===== src/assert_macros.svh =====
// Assertion macros used by the RTL top level.
`ifndef ASSERT_MACROS_SVH
`define ASSERT_MACROS_SVH

`ifndef SYNTHESIS
// Same-cycle implication: cons must hold whenever ante holds.
`define ASSERT_IMPLY(label, clk, rst_n, ante, cons) \
    label: assert property (@(posedge clk) disable iff (!rst_n) (ante) |-> (cons)) \
        else $error("assertion failed");
// Next-cycle implication: cons must hold from the cycle after ante.
`define ASSERT_NEXT(label, clk, rst_n, ante, cons) \
    label: assert property (@(posedge clk) disable iff (!rst_n) (ante) |=> (cons)) \
        else $error("assertion failed");
`else
`define ASSERT_IMPLY(label, clk, rst_n, ante, cons)
`define ASSERT_NEXT(label, clk, rst_n, ante, cons)
`endif

`endif


===== src/dmtc_pkg.sv =====
// Types, sizes and helper functions for the 3D tile cache tag directory.
package dmtc_pkg;

    localparam int AXIS_SLOTS  = 8;
    localparam int COORD_BITS  = 16;
    localparam int AXIS_BITS   = $clog2(AXIS_SLOTS);
    localparam int SLOT_BITS   = 3 * AXIS_BITS;
    localparam int SLOT_COUNT  = AXIS_SLOTS * AXIS_SLOTS * AXIS_SLOTS;
    localparam int FIELD_W     = 16;
    localparam int SLOT_IDX_W  = 9;

    typedef logic [SLOT_BITS-1:0] t_slot;

    typedef struct packed {
        logic signed [FIELD_W-1:0] tile_x;
        logic signed [FIELD_W-1:0] tile_y;
        logic signed [FIELD_W-1:0] tile_z;
    } t_tile_req;

    typedef struct packed {
        logic                         hit;
        logic        [SLOT_IDX_W-1:0] slot_index;
        logic                         evict_valid;
        logic signed [FIELD_W-1:0]    evict_x;
        logic signed [FIELD_W-1:0]    evict_y;
        logic signed [FIELD_W-1:0]    evict_z;
    } t_tile_rsp;

    typedef struct packed {
        logic [COORD_BITS-1:0] cx;
        logic [COORD_BITS-1:0] cy;
        logic [COORD_BITS-1:0] cz;
    } t_coord3;

    typedef struct packed {
        logic    valid;
        t_coord3 coord;
    } t_tag_entry;

    typedef struct packed {
        logic       en;
        t_slot      addr;
        t_tag_entry entry;
    } t_tag_wr;

    // Keep the low COORD_BITS of each axis as the stored tag.
    function automatic t_coord3 coord_of(input t_tile_req req);
        t_coord3 c;
        c.cx = COORD_BITS'($unsigned(req.tile_x));
        c.cy = COORD_BITS'($unsigned(req.tile_y));
        c.cz = COORD_BITS'($unsigned(req.tile_z));
        return c;
    endfunction

    // Positive modulo by a power of two is just the low bits of each axis.
    function automatic t_slot slot_of(input t_coord3 c);
        return {c.cz[AXIS_BITS-1:0], c.cy[AXIS_BITS-1:0], c.cx[AXIS_BITS-1:0]};
    endfunction

endpackage


===== src/dmtc_lookup.sv =====
// Tag compare stage: forwarding, hit/evict decision, tag update and result register.
module dmtc_lookup import dmtc_pkg::*; (
    input  logic       i_clk,
    input  logic       i_rst_n,
    input  logic       i_accept,
    input  t_tile_req  i_req,
    input  t_tag_entry i_rd_data,
    output t_tag_wr    o_wr,
    output logic       o_done,
    output t_tile_rsp  o_result
);

    logic       r_s1_valid;
    t_coord3    r_s1_coord;
    t_slot      r_s1_slot;
    logic       r_fwd_valid;
    t_tag_entry r_fwd_entry;
    logic       r_done;
    t_tile_rsp  r_result;

    t_coord3    in_coord;
    t_slot      in_slot;
    t_tag_entry cur_entry;
    logic       hit;
    logic       evict;
    t_tile_rsp  n_result;

    assign in_coord = coord_of(i_req);
    assign in_slot  = slot_of(in_coord);

    always_ff @(posedge i_clk) begin
        if (!i_rst_n) begin
            r_s1_valid  <= 1'b0;
            r_fwd_valid <= 1'b0;
            r_done      <= 1'b0;
        end else begin
            r_s1_valid  <= i_accept;
            // The memory read at this edge misses the write from the item ahead.
            r_fwd_valid <= r_s1_valid && (r_s1_slot == in_slot);
            r_done      <= r_s1_valid;
        end
    end

    always_ff @(posedge i_clk) begin
        if (i_accept) begin
            r_s1_coord <= in_coord;
            r_s1_slot  <= in_slot;
        end
        r_fwd_entry.valid <= 1'b1;
        r_fwd_entry.coord <= r_s1_coord;
        r_result          <= n_result;
    end

    always_comb begin
        cur_entry = r_fwd_valid ? r_fwd_entry : i_rd_data;
        hit       = cur_entry.valid && (cur_entry.coord == r_s1_coord);
        evict     = cur_entry.valid && !hit;

        n_result.hit         = hit;
        n_result.slot_index  = SLOT_IDX_W'(r_s1_slot);
        n_result.evict_valid = evict;
        n_result.evict_x     = evict ? FIELD_W'(cur_entry.coord.cx) : '0;
        n_result.evict_y     = evict ? FIELD_W'(cur_entry.coord.cy) : '0;
        n_result.evict_z     = evict ? FIELD_W'(cur_entry.coord.cz) : '0;

        o_wr.en          = r_s1_valid && !hit;
        o_wr.addr        = r_s1_slot;
        o_wr.entry.valid = 1'b1;
        o_wr.entry.coord = r_s1_coord;
    end

    assign o_done   = r_done;
    assign o_result = r_result;

endmodule


===== config.mk =====
export PLATFORM = sky130hd
export DESIGN_NAME = dmtc_lookup
export DESIGN_NICKNAME = d
export VERILOG_FILES = /design/src/assert_macros.svh /design/src/dmtc_pkg.sv /design/src/dmtc_lookup.sv
export SDC_FILE = /design/constraint.sdc
export NUM_CORES = 1
export LEC_CHECK = 0
export BUFFER_PORTS_ARGS = -buffer_cell sky130_fd_sc_hd__buf_2
export CORE_AREA = 5 5 136 138
export DETAILED_ROUTE_END_ITERATION = 7
export DIE_AREA = 0 0 141 143
export GPL_TIMING_DRIVEN = 1
export HOLD_SLACK_MARGIN = 0.12
export PLACE_DENSITY = 0.64
export SLEW_MARGIN = 0
export SYNTH_ARGS = -nofsm -noshare
export SYNTH_HDL_FRONTEND = slang
export SYNTH_SLANG_ARGS = --single-unit

===== constraint.sdc =====
create_clock -name i_clk -period 6.8 [get_ports i_clk]
set_input_delay 2.04 -clock i_clk [delete_from_list [all_inputs] [get_ports i_clk]]
set_output_delay 2.04 -clock i_clk [all_outputs]
set_load 0.05 [all_outputs]

==> results of run 1 <==
## metal layers
metal / vias up / share of wire (%)
li1: 1621 / -
met1: 1536 / 41
met2: 140 / 49
met3: 23 / 8.3
met4: 4 / 2.1
met5: - / 0.11
## kinds of logic after synthesis
group	after synthesis	share of synthesized area (%)
compound gates	1	0.3247
xor+xnor	57	9.963
buf+inv	31	4.469
flops	149	69.11
mux	48	9.588
other cells	1	0.07483
simple gates	72	6.467
## placed cells by master (no fill, tap or decap), types with 2 or more instances in the layout
| cell type | Yosys | layout |
|---|---|---|
| and2_1 | 2 | 2 |
| buf_2 | 5 | 217 |
| buf_4 | 21 | 3 |
| clkbuf_1 | 1 | 8 |
| clkbuf_16 | 0 | 18 |
| clkbuf_8 | 0 | 3 |
| dfxtp_1 | 101 | 100 |
| edfxtp_1 | 48 | 48 |
| mux2i_1 | 48 | 48 |
| nand4_1 | 5 | 5 |
| nor2_1 | 49 | 49 |
| nor4_1 | 13 | 13 |
| xnor2_1 | 57 | 57 |
## sequential cells by signal (all words and copies together), names as in the netlist
signal,flops
o_result,58
o_wr,48
r_fwd_entry,40
o_done,1
r_fwd_valid,1
r_s1_valid,1
## cell usage after synthesis, drive strengths merged
library cell	number
nor3	1
nand4	5
and2	2
nand2	1
nor4	13
dfxtp	101
nor2	49
inv	1
o32ai	1
mux2i	48
conb	1
nor2b	1
buf	29
edfxtp	48
xnor2	57
clkbuf	1
## metrics by stage
step | instance area (µm²) | cells | hold slack [ps] | power, mW | worst slack, ps
after CTS | 6760 | 806 | 412.2 | 2.280 | 438.9
after floorplan | 5011 | 359 | 444.1 | 1.277 | 1443
after global placement | 6196 | 774 | 395.8 | 1.369 | 505.6
after detailed placement | 6196 | 774 | 397.0 | 1.371 | 443.9
after global routing | 6760 | 806 | 424.8 | 2.350 | 278.3
final | 6760 | 806 | 408.1 | 2.241 | 567.8
## final timing paths
check | to | cells after the start
setup / recovery | o_wr[58] | 8
hold / removal | r_fwd_entry[9] | 0
setup reg to reg | o_result[47] | 7
hold reg to reg | r_fwd_entry[9] | 0
## power breakdown
group / switching, mW / internal (mW) / total (mW)
clock network: 0.338 / 0.555 / 0.893
registers: 0.0337 / 0.984 / 1.02
logic: 0.240 / 0.0903 / 0.330
## area by class of cell
cell class              instances  share of cell area [%]
repair buffers                220                   16.40
inverters                       1                 0.05552
clock buffers                  29                   7.718
flip-flops and latches        149                   51.29
well taps                     225                   4.164
multi-input cells             179                   19.75
clock inverters                 3                  0.6293
## critical path, stage by stage
cell     delay, ps
buf_2          100
mux2i_1        210
xnor2_1        100
nor4_1         560
nand4_1        300
nor4_1         540
nor2b_1        110
buf_2          230
==> impl_results.md, run 1 <==
* Via count at ~3300
* Crit path arrival time at 4190 ps
* Syn Nets at roughly 460
* Chip height at 143 µm
* Crit Reg-Reg Startpoint: r_fwd_valid
* CTS tree: done
* Met1 usage at 14.89%
* Vias in the first global route at roughly 3700
* Endpoint type of the worst setup path: output pin
* Post-Syn Area per Cell at roughly 14 µm²
* # diodes at 0
* Post-CTS Setup Inserts at 0
* Leakage power at between 2 and 3 nW
* H-tree depth at 4
* Top cell type's share of synthesized area at 40.35%
* Reg area at 3467 µm²
* Synth area leader: dfxtp_1
* Core Util, Final at 39.63%
* RSZ-0062 raised after global routing: false
* Time the worst path needs with I/O delays and setup at 6232 ps
* Layout Nets at 668
* Area of the core at roughly 17000 µm²
* Total CTS buffers at 17
* Grt met3 use at under 10%
* Clk_skew at 18.92 ps
* Antenna violations before repair at 2
* Overall routing resource usage at between 10% and 20%
* Clock latency on the worst-skew pair at 420 ps
* Cts hold-fix bufs at 0
* Layout area overhead at 34.91%
* Crit path kind: primary input to output pin
* Final hold viol count at 0
* Gate Count Post-Synth at 359
* Post-Route WL at between 10000 and 15000 µm
* Post-synthesis cell area at 5011 µm²
* Die width at about 140 µm
* Setup TNS at 0 ps
* Reg2reg setup slack at 3000 ps
* Die area at 20160 µm²
* Wire length per cell at 15.91 µm
* Layout cells sized above 1 at ~43%
* Hold WC Path Type: register to register
* Count of state elements after synthesis at 149
* Clock root cell: clkbuf_16
* Grt peak-use layer: met2
* Final period util at around nine tenths
* # IOs at ~220
* Max Cap Viol at 0
* Worst vdd ir at 0.0001591 V
* Crit path launch: i_rd_data[32]
* Routed Antenna Nets at 0
* Pins over their slew limit at 0
* Port Buffers at 217
* GPL Wtd Cong at 0.7897
* CP Max Fanout at 2
* Area of the multi-input gates at 1335 µm²
* PD cells at 331.5 nW/µm²
* Maximum buffer depth of the clock tree at 2
* Max transition margin at between 30% and 40%
* Synth unique cells at 18
* Clk slew on worst S/H paths at approximately 50 ps
* Worst setup SP type: primary input
* Synth area leaders: dfxtp_1 40%, edfxtp_1 29%, xnor2_1 10%
* Max Clk Rate at 160.5 MHz
* DRC viols at 0
* Hold_sp: o_wr[9]
* Seq/Total Area, Yosys at 69.11%
* Grt ovf at 0
* Initial DRC count at 124
* DR pass1 iterations at 4
* CP required at 4760 ps
* Status: completed
* CTS resizes at 0
* Filler instances at around 1600
* Met2 usage at a little over a fifth
* CTS Sinks at 149
* Largest net degree at the start of global routing at 51
* Starting Density at around 29%
* Final setup fails at 0
* First-pass GRT wire length at around 20000 µm
* FP Rows at 48
* Post-DP HPWL at 9417 µm
* Worst slew pin tran at 961.8 ps
* Ys Warns at 0
* Via density at 4.124
Power figures use the tool's default switching activity.
==> run 2: changes to the inputs <==
--- a/config.mk
+++ b/config.mk
@@ -6,12 +6,12 @@
 export NUM_CORES = 1
 export LEC_CHECK = 0
 export BUFFER_PORTS_ARGS = -buffer_cell sky130_fd_sc_hd__buf_2
-export CORE_AREA = 5 5 136 138
+export CORE_AREA = 5 5 107 109
 export DETAILED_ROUTE_END_ITERATION = 7
-export DIE_AREA = 0 0 141 143
+export DIE_AREA = 0 0 112 114
 export GPL_TIMING_DRIVEN = 1
 export HOLD_SLACK_MARGIN = 0.12
-export PLACE_DENSITY = 0.64
+export PLACE_DENSITY = 0.92
 export SLEW_MARGIN = 0
 export SYNTH_ARGS = -nofsm -noshare
 export SYNTH_HDL_FRONTEND = slang
==> impl_results.md, run 2 (same netlist as run 1, synthesis figures left out) <==
* # diodes at 0
* Area of the core at 10510 µm²
* Clock root cell: clkbuf_8
* Total CTS buffers at 17
* Most frequent cells in the layout: 217 x buf_2, 100 x dfxtp_1, 57 x xnor2_1
* Hold WS at slightly above 400 ps
* PD cells at approximately 350 nW/µm²
* Net Sw Frac at 26.23%
* CP Max Fanout at 2
* Chip height at 114 µm
* Max reg flops at 58
* Starting Density at 47.69%
* Crit path launch: i_rd_data[7]
* Post-CTS Setup Inserts at 0
* Final period util at 88.71%
* Initial DRC count at 109
* Max Clk Rate at approximately 170 MHz
* Most common cell after layout, fill and taps aside: buf_2
* Routed Antenna Nets at 0
* Worst slew pin tran at 1166 ps
* Via density at 4.656
* Setup TNS at 0 ps
* Endpoint type of the worst setup path: output pin
* Grt ovf at 0
* Wire length per cell at 16.31 µm
* Largest net degree at the start of global routing at 51
* Crit path kind: primary input to output pin
* DR pass1 iterations at 4
* Sequential Power Share at 44.2%
* Clock latency on the worst-skew pair at 500 ps
* NetSw at 605.0 µW
* Post-DP HPWL at 8673 µm
* Leakage power at 2.835 nW
* Pins over their slew limit at 0
* Cts hold-fix bufs at 0
* Overall routing resource usage at a little under a fifth
* Time the worst path needs with I/O delays and setup at 6032 ps
* Clk slew on worst S/H paths at 60 ps
* Largest stage delay, worst path at 490 ps
* RSZ-0062 raised after global routing: false
* H-tree depth at 4
* Slowest stage cell, crit path: nor4_1
* Post-Route WL at 11730 µm
* Combinational share of power at ~14%
* Crit Reg-Reg Startpoint: r_fwd_valid
* Worst setup SP type: primary input
* Crit-path cells: buf_2 -> mux2i_1 -> xnor2_1 -> nor4_1 -> nand4_1 -> nor4_1 -> nor2b_1 -> buf_2
* Crit path arrival time at 3990 ps
* Layout Nets at 666
* DRC viols at 0
* Vias in the first global route at approximately 3600
* Clock network fraction of total power at 41.6%
* Status: completed
* CTS resizes at 0
* Die width at 112 µm
* Max transition margin at between 20% and 30%
* Layout area overhead at 33.38%
* Port Buffers at 217
* P_int at ~1.7 mW
* CTS tree: done
* Hold_sp: o_wr[36]
* CTS Sinks at 149
* Antenna violations before repair at 0
* Via count at around 3300
* Hold WC Path Type: register to register
* CP required at 4760 ps
* Final setup fails at 0
* FP Rows at 38
* GPL Wtd Cong at 0.8427
* First-pass GRT wire length at 18460 µm
* Layout cells sized above 1 at 42.66%
* # IOs at around 220
* Clk_skew at 5.822 ps
* Worst vdd ir at slightly above 0.0002 V
* Max Cap Viol at 0
* Final hold viol count at 0
* Maximum buffer depth of the clock tree at 2
* Die area at 12770 µm²
## run 2: cell count changes in the layout (fill, tap and decap cells not counted), sizes merged
cell,change
clkbuf,-9
clkinv,+5
bufinv,+4
buf,-2
## run 2: worst max-delay path, delay by kind of cell
family | cells | cell delay (ps)
AND/OR/NAND/NOR | 4 | 1300
buffers and inverters | 2 | 330
multiplexers | 1 | 210
XOR/XNOR | 1 | 110
## run 2: routing by layer
layer | vias up | GRT usage, % | wire length (µm)
met5 | - | 0 | 0
met4 | 0 | 7.051 | 187
met3 | 16 | 5.942 | 851
met2 | 137 | 33.29 | 6154
met1 | 1579 | 20.77 | 4535
li1 | 1616 | - | -
## run 2: layout make-up
class / count / area [µm²]
clock buffers: 20 / 425.4
clock inverters: 12 / 183.9
fillers: 799 / 3824
inverters: 1 / 3.754
multi-input cells: 179 / 1335
flip-flops and latches: 149 / 3467
well taps: 140 / 175.2
repair buffers: 218 / 1094
## run 2: power groups by stage
| stage | registers, mW | logic [mW] | clock network (mW) |
|---|---|---|---|
| floorplan | 1.17 | 0.108 | 0 |
| global placement | 1.03 | 0.325 | 0 |
| detailed placement | 1.04 | 0.329 | 0 |
| CTS | 1.02 | 0.331 | 0.981 |
| global route | 1.03 | 0.343 | 1.02 |
| finish | 1.02 | 0.327 | 0.959 |
## run 2: path summary, 6_finish.rpt
check	to	slack, ps	depth (start not counted)
min reg2reg	r_fwd_entry[36]	410	0
min	r_fwd_entry[36]	410	0
max reg2reg	o_result[5]	3080	7
max	o_wr[58]	770	8
## run 2: metrics by stage
step	util (%)	cell area, µm²	total power, mW	instances	setup slack, ps
2_1_floorplan	-	5011	1.277	359	1443
3_3_place_gp	57.81	6075	1.360	687	776.0
3_5_place_dp	57.81	6075	1.368	687	759.4
4_1_cts	63.61	6684	2.331	719	736.7
5_1_grt	63.61	6684	2.394	719	476.0
6_report	63.61	6684	2.306	719	767.8
